**src/rtl/core/upa_pkg.sv**
```systemverilog
// ----------------------------------------------------------------------------
// upa_pkg - shared definitions for the units per allocation selector
// Widths, limits and the divider result bundle used by the core and its
// shared divider.
// ----------------------------------------------------------------------------
package upa_pkg;

  localparam int MAX_GROUPS  = 16;
  localparam int MAX_UNITS   = 64;

  localparam int CPUS_W      = 10;
  localparam int UNITS_W     = 7;
  localparam int ALLOC_W     = 14;
  localparam int TOTAL_W     = 14;
  localparam int GIDX_W      = $clog2(MAX_GROUPS);
  localparam int GCNT_W      = GIDX_W + 1;

  // Dividend is count + units - 1, one bit wider than a group count.
  localparam int DIVIDEND_W  = CPUS_W + 1;
  localparam int DSTEP_W     = $clog2(DIVIDEND_W + 1);
  // Waste per group stays below MAX_UNITS, summed over all groups.
  localparam int WASTE_W     = UNITS_W + GIDX_W;

  typedef struct packed {
    logic                  done;
    logic [DIVIDEND_W-1:0] quotient;
    logic [UNITS_W-1:0]    remainder;
  } div_res_t;

endpackage

```
**src/rtl/core/upa_div.sv**
```systemverilog
// ----------------------------------------------------------------------------
// upa_div - shared restoring divider
// Produces one quotient bit per cycle; done pulses for one cycle when the
// quotient and remainder are ready.
// ----------------------------------------------------------------------------
module upa_div
  import upa_pkg::*;
(
  input  logic                  clk,
  input  logic                  rst_n,
  input  logic                  go,
  input  logic [DIVIDEND_W-1:0] dividend,
  input  logic [UNITS_W-1:0]    divisor,
  output div_res_t              res
);

  logic                  running_r, running_nxt;
  logic                  done_r, done_nxt;
  logic [DSTEP_W-1:0]    step_r, step_nxt;
  logic [DIVIDEND_W-1:0] quo_r, quo_nxt;
  logic [UNITS_W-1:0]    rem_r, rem_nxt;
  logic [UNITS_W-1:0]    dsr_r, dsr_nxt;
  logic [UNITS_W:0]      trial;
  logic                  fits;

  assign trial = {rem_r, quo_r[DIVIDEND_W-1]};
  assign fits  = (trial >= {1'b0, dsr_r});

  always_comb begin
    running_nxt = running_r;
    done_nxt    = 1'b0;
    step_nxt    = step_r;
    quo_nxt     = quo_r;
    rem_nxt     = rem_r;
    dsr_nxt     = dsr_r;
    if (go) begin
      running_nxt = 1'b1;
      step_nxt    = DSTEP_W'(DIVIDEND_W);
      quo_nxt     = dividend;
      rem_nxt     = '0;
      dsr_nxt     = divisor;
    end else if (running_r) begin
      // The remainder always ends below the divisor, so it fits UNITS_W bits.
      if (fits) begin
        rem_nxt = UNITS_W'(trial - {1'b0, dsr_r});
      end else begin
        rem_nxt = trial[UNITS_W-1:0];
      end
      quo_nxt  = {quo_r[DIVIDEND_W-2:0], fits};
      step_nxt = step_r - DSTEP_W'(1);
      if (step_r == DSTEP_W'(1)) begin
        running_nxt = 1'b0;
        done_nxt    = 1'b1;
      end
    end
  end

  always_ff @(posedge clk) begin
    if (!rst_n) begin
      running_r <= 1'b0;
      done_r    <= 1'b0;
      step_r    <= '0;
    end else begin
      running_r <= running_nxt;
      done_r    <= done_nxt;
      step_r    <= step_nxt;
    end
  end

  always_ff @(posedge clk) begin
    quo_r <= quo_nxt;
    rem_r <= rem_nxt;
    dsr_r <= dsr_nxt;
  end

  assign res.done      = done_r;
  assign res.quotient  = quo_r;
  assign res.remainder = rem_r;

endmodule

```
**src/rtl/core/units_per_allocation_select_unit.sv**
```systemverilog
// ----------------------------------------------------------------------------
// units_per_allocation_select_unit - units per allocation search
// Stores group processor counts and picks the unit count that keeps waste
// within a third of the total while allocations stop growing.
// ----------------------------------------------------------------------------
// A group that is not the last is stored and busy stays low. The last
// group starts the search: for each unit count u tried, every stored group
// goes through the shared 11-step divider and then u is evaluated; u counts
// down from the saturated starting unit count and stops at 1 at the latest.
// The result appears on out_best_units and out_allocation_count for exactly
// one cycle with out_valid high and must be taken then; the receiver cannot
// stall it. A group that arrives while 16 are stored is dropped.
module units_per_allocation_select_unit
  import upa_pkg::*;
(
  input  logic               clk,
  input  logic               rst_n,
  input  logic               start,
  output logic               busy,
  input  logic [CPUS_W-1:0]  in_group_cpus,
  input  logic [UNITS_W-1:0] in_start_units,
  input  logic               in_last_group,
  output logic               out_valid,
  output logic [UNITS_W-1:0] out_best_units,
  output logic [ALLOC_W-1:0] out_allocation_count
);

  localparam logic [2:0] ST_IDLE = 3'd0;
  localparam logic [2:0] ST_LOAD = 3'd1;
  localparam logic [2:0] ST_DIV  = 3'd2;
  localparam logic [2:0] ST_EVAL = 3'd3;
  localparam logic [2:0] ST_DONE = 3'd4;

  logic [2:0]         state_r, state_nxt;
  logic [GCNT_W-1:0]  count_r, count_nxt;
  logic [TOTAL_W-1:0] total_r, total_nxt;
  logic [GCNT_W-1:0]  gidx_r, gidx_nxt;
  logic [UNITS_W-1:0] units_r, units_nxt;
  logic [ALLOC_W-1:0] allocs_r, allocs_nxt;
  logic [WASTE_W-1:0] waste_r, waste_nxt;
  logic [ALLOC_W-1:0] prev_r, prev_nxt;
  logic               have_prev_r, have_prev_nxt;
  logic [UNITS_W-1:0] chosen_r, chosen_nxt;
  logic [ALLOC_W-1:0] chosen_allocs_r, chosen_allocs_nxt;
  logic               out_valid_r, out_valid_nxt;
  logic [UNITS_W-1:0] out_units_r;
  logic [ALLOC_W-1:0] out_allocs_r;

  logic [CPUS_W-1:0]  group_store_r [MAX_GROUPS];
  logic               accept;
  logic               store_we;
  logic [CPUS_W-1:0]  cur_cpus;
  logic               div_go;
  logic [DIVIDEND_W-1:0] div_dividend;
  div_res_t           div_res;
  logic [UNITS_W-1:0] start_sat;
  logic [TOTAL_W-1:0] waste_x3;
  logic               over_waste;

  assign accept   = start && !busy;
  assign store_we = accept && (count_r < GCNT_W'(MAX_GROUPS));
  assign cur_cpus = group_store_r[gidx_r[GIDX_W-1:0]];

  always_comb begin
    if (in_start_units == '0) begin
      start_sat = UNITS_W'(1);
    end else if (in_start_units > UNITS_W'(MAX_UNITS)) begin
      start_sat = UNITS_W'(MAX_UNITS);
    end else begin
      start_sat = in_start_units;
    end
  end

  // Ceiling division is the floor of (count + u - 1) / u.
  assign div_dividend = {1'b0, cur_cpus} + DIVIDEND_W'(units_r) - DIVIDEND_W'(1);

  // waste > total / 3 holds exactly when 3 * waste > total.
  assign waste_x3   = TOTAL_W'({waste_r, 1'b0}) + TOTAL_W'(waste_r);
  assign over_waste = (waste_x3 > total_r);

  upa_div u_div (
    .clk      (clk),
    .rst_n    (rst_n),
    .go       (div_go),
    .dividend (div_dividend),
    .divisor  (units_r),
    .res      (div_res)
  );

  always_comb begin
    state_nxt         = state_r;
    count_nxt         = count_r;
    total_nxt         = total_r;
    gidx_nxt          = gidx_r;
    units_nxt         = units_r;
    allocs_nxt        = allocs_r;
    waste_nxt         = waste_r;
    prev_nxt          = prev_r;
    have_prev_nxt     = have_prev_r;
    chosen_nxt        = chosen_r;
    chosen_allocs_nxt = chosen_allocs_r;
    out_valid_nxt     = 1'b0;
    div_go            = 1'b0;
    unique case (state_r)
      ST_IDLE: begin
        if (accept) begin
          if (store_we) begin
            count_nxt = count_r + GCNT_W'(1);
            total_nxt = total_r + TOTAL_W'(in_group_cpus);
          end
          if (in_last_group) begin
            state_nxt         = ST_LOAD;
            units_nxt         = start_sat;
            gidx_nxt          = '0;
            allocs_nxt        = '0;
            waste_nxt         = '0;
            have_prev_nxt     = 1'b0;
            chosen_nxt        = UNITS_W'(1);
            chosen_allocs_nxt = '0;
          end
        end
      end
      ST_LOAD: begin
        if (gidx_r == count_r) begin
          state_nxt = ST_EVAL;
        end else begin
          div_go    = 1'b1;
          state_nxt = ST_DIV;
        end
      end
      ST_DIV: begin
        if (div_res.done) begin
          allocs_nxt = allocs_r + ALLOC_W'(div_res.quotient);
          waste_nxt  = waste_r + WASTE_W'(units_r - UNITS_W'(1) - div_res.remainder);
          gidx_nxt   = gidx_r + GCNT_W'(1);
          state_nxt  = ST_LOAD;
        end
      end
      ST_EVAL: begin
        if (!over_waste && have_prev_r && (allocs_r > prev_r)) begin
          state_nxt = ST_DONE;
        end else begin
          if (!over_waste) begin
            prev_nxt          = allocs_r;
            have_prev_nxt     = 1'b1;
            chosen_nxt        = units_r;
            chosen_allocs_nxt = allocs_r;
          end
          if (units_r == UNITS_W'(1)) begin
            state_nxt = ST_DONE;
          end else begin
            units_nxt  = units_r - UNITS_W'(1);
            gidx_nxt   = '0;
            allocs_nxt = '0;
            waste_nxt  = '0;
            state_nxt  = ST_LOAD;
          end
        end
      end
      ST_DONE: begin
        out_valid_nxt = 1'b1;
        count_nxt     = '0;
        total_nxt     = '0;
        state_nxt     = ST_IDLE;
      end
      default: begin
        state_nxt = ST_IDLE;
      end
    endcase
  end

  always_ff @(posedge clk) begin
    if (!rst_n) begin
      state_r     <= ST_IDLE;
      count_r     <= '0;
      total_r     <= '0;
      out_valid_r <= 1'b0;
    end else begin
      state_r     <= state_nxt;
      count_r     <= count_nxt;
      total_r     <= total_nxt;
      out_valid_r <= out_valid_nxt;
    end
  end

  always_ff @(posedge clk) begin
    gidx_r          <= gidx_nxt;
    units_r         <= units_nxt;
    allocs_r        <= allocs_nxt;
    waste_r         <= waste_nxt;
    prev_r          <= prev_nxt;
    have_prev_r     <= have_prev_nxt;
    chosen_r        <= chosen_nxt;
    chosen_allocs_r <= chosen_allocs_nxt;
    if (state_r == ST_DONE) begin
      out_units_r  <= chosen_r;
      out_allocs_r <= chosen_allocs_r;
    end
    if (store_we) begin
      group_store_r[count_r[GIDX_W-1:0]] <= in_group_cpus;
    end
  end

  assign busy                 = (state_r != ST_IDLE);
  assign out_valid            = out_valid_r;
  assign out_best_units       = out_units_r;
  assign out_allocation_count = out_allocs_r;

endmodule
```
**config.mk**
```make
export PLATFORM = sky130hd
export DESIGN_NAME = units_per_allocation_select_unit
export DESIGN_NICKNAME = d
export VERILOG_FILES = /design/src/rtl/core/upa_pkg.sv /design/src/rtl/core/upa_div.sv /design/src/rtl/core/units_per_allocation_select_unit.sv
export SDC_FILE = /design/constraint.sdc
export NUM_CORES = 1
export LEC_CHECK = 0
export BUFFER_PORTS_ARGS = -buffer_cell sky130_fd_sc_hd__buf_2
export CORE_MARGIN = 3
export CORE_UTILIZATION = 45
export CTS_CLUSTER_SIZE = 16
export DETAILED_ROUTE_END_ITERATION = 6
export PLACE_DENSITY = 0.67
export SETUP_SLACK_MARGIN = 0.05
export SYNTH_ARGS = -nofsm -noshare
export SYNTH_HDL_FRONTEND = slang
export SYNTH_SLANG_ARGS = --single-unit
```
**constraint.sdc**
```tcl
create_clock -name clk -period 5.69 [get_ports clk]
set_input_delay 1.138 -clock clk [delete_from_list [all_inputs] [get_ports clk]]
set_output_delay 1.138 -clock clk [all_outputs]
set_load 0.1 [all_outputs]
```
==> metrics.txt <==
status=finished clean; post-synthesis simple-gate area fraction=0.08914; Resized Gates After CTS=0; GR Util All Layers=0.1755; minimum clock period=between 5000 and 6000 ps; clock sinks=around 310; GRT overflow=0; Worst-Skew Late Latency=~520 ps; Clock power frac=0.234; CTS tree=done; H-tree Lvls=2; Critical Path, Cell by Cell=ha_1, fa_1, a21o_1, a21oi_1, o21bai_1, a2111o_1, a31oi_1, o21ai_0, xnor2_1, ha_1, nand4b_1, nor3_1, o31ai_1, a32oi_1, o31ai_1, o22ai_1; Iter 0 DRT Violations=around 630; PD cells=a little over 500 nW/um^2; clock-pin slew on the worst setup and hold paths=about 60 ps; RSZ-0062 raised after global routing=no; starting density of the core=0.4590; DRC=0; Sequential Power Share=0.345; MaxCap Viol Count=0; Pre-antenna DRT Iters=5; clk root buf=clkbuf_16; mux cell area share after synthesis=0.08017; Synth Area in Adders=0.09642; port bufs=43; largest net degree at the start of global routing=29; top_reg_cell synth=edfxtp_1; setup TNS=0 ps; Post CTS Setup Buffer Count=0; number of synthesized flops with an enable pin=roughly 270; hold crit path type=flip-flop to flip-flop; share of layout cells above drive strength 1=0.1383; HPWL Detailed=21.70 mm; Worst Max-Slew Pin Slew=1134 ps; multi-input combinational cell area=between 5000 and 6000 um^2; reg2reg start=waste_r[1]; post-route design area=17290 um^2; synth warn=0; Max Fclk=197.0 MHz; vias in the first global route=about 9200; max-slew headroom at the worst pin=0.2412; post-synth design cell area=between 15000 and 20000 um^2; Yosys reg bits=312; sequential cell area=around 9000 um^2; ys async rst share=0; slowest cell on the critical path=o22ai_1; xor/xnor share of the synthesized area=0.03681; clk buf depth=3; Final Skew=roughly 23 ps; Max stage delay on crit path=between 500 and 600 ps; VDD IR max=0.3210 mV; setup violators final=0; Core ar.=33700 um^2; max-slew violations=0; Overall Power=about 0.0090 W; WP data required=between 5000 and 6000 ps; antenna diode count=0; fillers=2878; via count=about 9100; Reg2Reg Setup Slack=610 ps; Die W=~190 um; Leakage Power=around 6.4 nW; syn nets=roughly 1300; Routed Wire Length=slightly above 30 mm; Detail Route Antenna Nets=0; post-synth cell types=68; worst-path maximum fanout=7; combinational family with the most area after synthesis=adder cells; WP data arrival=roughly 5200 ps; first-pass GRT wire length=a little over 50 mm; P_sw=0.003208 W; RePlAce Congestion=around 0.84; CTS buffer count=34; Chip Height=around 190 um; complex-gate fraction of the synthesized area=0.08114; final instance count without filler cells=around 1700; placed cells=about 1600; Net Sw Frac=0.3570; CTS Hold Bufs=0; DP Area=around 16000 um^2; area delta synth->final=11.77%; HP Start=chosen_allocs_r[6]; die area=roughly 37000 um^2; Int Pwr=a little under 0.006 W; Synth Instances=around 1200; initial antenna violation count=0; row cnt=between 60 and 70; routed vias/inst=5.359; Worst setup SP type=flip-flop; Avg Cell Area, Syn=around 13 um^2; wire length per cell=approximately 18 um; combinational group share of total power=0.421; Critical path origin=waste_r[1]; Final Hold Violating Endpoints=0; Seq/Total Area, Yosys=0.5798; NumNets Final=1368; Setup Crit Path Kind=flip-flop to flip-flop; Ports=44; CP endpoint kind=flip-flop; fin crit share=0.8922
[cell type report]
class                      count  area share
clock inverter                22     0.01093
clock buffer                  40     0.05052
multi-input combinational    715      0.3436
tap                          448     0.03242
sequential                   312      0.5189
timing repair buffer          61     0.02026
inverter                     108     0.02345
[logic make-up after synthesis]
group / after synthesis
compound gates: 189
xor+xnor: 65
fa+ha+maj: 115
buf+inv: 141
flops: 312
mux: 59
simple gates: 287
[cells in the final DEF (no fill, tap or decap), drive strengths merged, types with 6 or more instances in the layout]
cell type and n:
clkbuf 40, edfxtp 272, a21boi 11, nand2b 12, xor2 24, xnor2 41, nand3 23, and3 7
fa 7, clkinv 18, nor2 87, buf 61, ha 108, o21bai 6, nor3 26, nand2 67
nor2b 12, o21a 11, inv 109, dfxtp 40, a21o 15, a21oi 43, and2 24, o21ai 48
o31ai 6, mux4 50, a211oi 14
[cell usage after synthesis, types with 5 or more instances]
cell      number  area share
o31ai_1        6      0.0029
mux4_1         5      0.0085
inv_1        106       0.026
and3_1         7      0.0028
fa_1           7      0.0091
a211oi_1      14      0.0068
clkbuf_1      22      0.0053
a21oi_1       43       0.014
dfxtp_1       40       0.052
nand2_1       67       0.016
mux4_2        45       0.066
ha_1         108       0.087
nand4_1        5      0.0020
nor2_1        87       0.021
o21bai_1       6      0.0029
buf_2          6      0.0019
or3_1          5      0.0020
xnor2_1       41       0.023
a21boi_0      11      0.0053
edfxtp_1     272        0.53
nand3_1       23      0.0074
nand2b_1      12      0.0049
o211ai_1       5      0.0024
o21ai_0       47       0.015
mux2i_1        5      0.0032
and2_1        24      0.0097
nor3_1        25      0.0081
xor2_1        24       0.014
o21a_1        11      0.0053
nor2b_1       12      0.0049
a21o_1        15      0.0073
[power groups by stage]
| stage | Combinational [W] | Sequential, W | Clock (W) |
|---|---|---|---|
| 2_1_floorplan | 0.00307 | 0.00301 | 0 |
| 3_5_place_dp | 0.00377 | 0.00315 | 0 |
| 5_1_grt | 0.00433 | 0.00314 | 0.00224 |
| 6_report | 0.00379 | 0.00310 | 0.00210 |
| 4_1_cts | 0.00381 | 0.00311 | 0.00215 |
| 3_3_place_gp | 0.00370 | 0.00314 | 0 |
[per-stage QoR]
step / hold slack (ps) / setup slack [ps] / utilization
floorplan: 400.3 / 447.4 / -
global placement: 401.2 / 849.1 / 0.4815
detailed placement: 405.2 / 610.4 / 0.4815
CTS: 419.2 / 567.8 / 0.5130
global route: 423.8 / 216.5 / 0.5130
finish: 417.3 / 613.6 / 0.5130
[registers in the layout (all words and copies together) (netlist names), 3 cells and up, named ones only]
name / flops
count_r: 5
state_r: 3
out_best_units: 7
total_r: 14
u_div.step_r: 4
u_div.rem_r: 7
group_store_r: 160
u_div.dsr_r: 7
out_allocation_count: 14
allocs_r: 14
chosen_r: 7
chosen_allocs_r: 14
units_r: 7
prev_r: 14
gidx_r: 5
u_div.quo_r: 11
waste_r: 11
[worst max-delay path, delay by kind of cell (launching register included)]
| family | cells | cell delay [ps] |
|---|---|---|
| compound gates | 10 | 2580 |
| fa+ha+maj | 3 | 1010 |
| flops | 1 | 510 |
| simple gates | 2 | 470 |
| xor+xnor | 1 | 150 |
[metal layers]
layer  part of all wire  vias to the layer above  global-route usage  wire length (um)
li1                   -                     4459                   -                 -
met1               0.46                     4430              0.2474             14120
met2               0.47                      202              0.2839             14330
met3              0.052                       52             0.02622              1607
met4              0.024                        0             0.05165               731
met5                  0                        -                   0                 0
[path summary, 6_finish.rpt]
| path | end | cells past startpoint |
|---|---|---|
| hold reg to reg | out_allocation_count[6] | 0 |
| hold / removal | out_allocation_count[6] | 0 |
| setup reg to reg | units_r[0] | 16 |
| setup / recovery | units_r[0] | 16 |
Power figures use the tool's default switching activity.
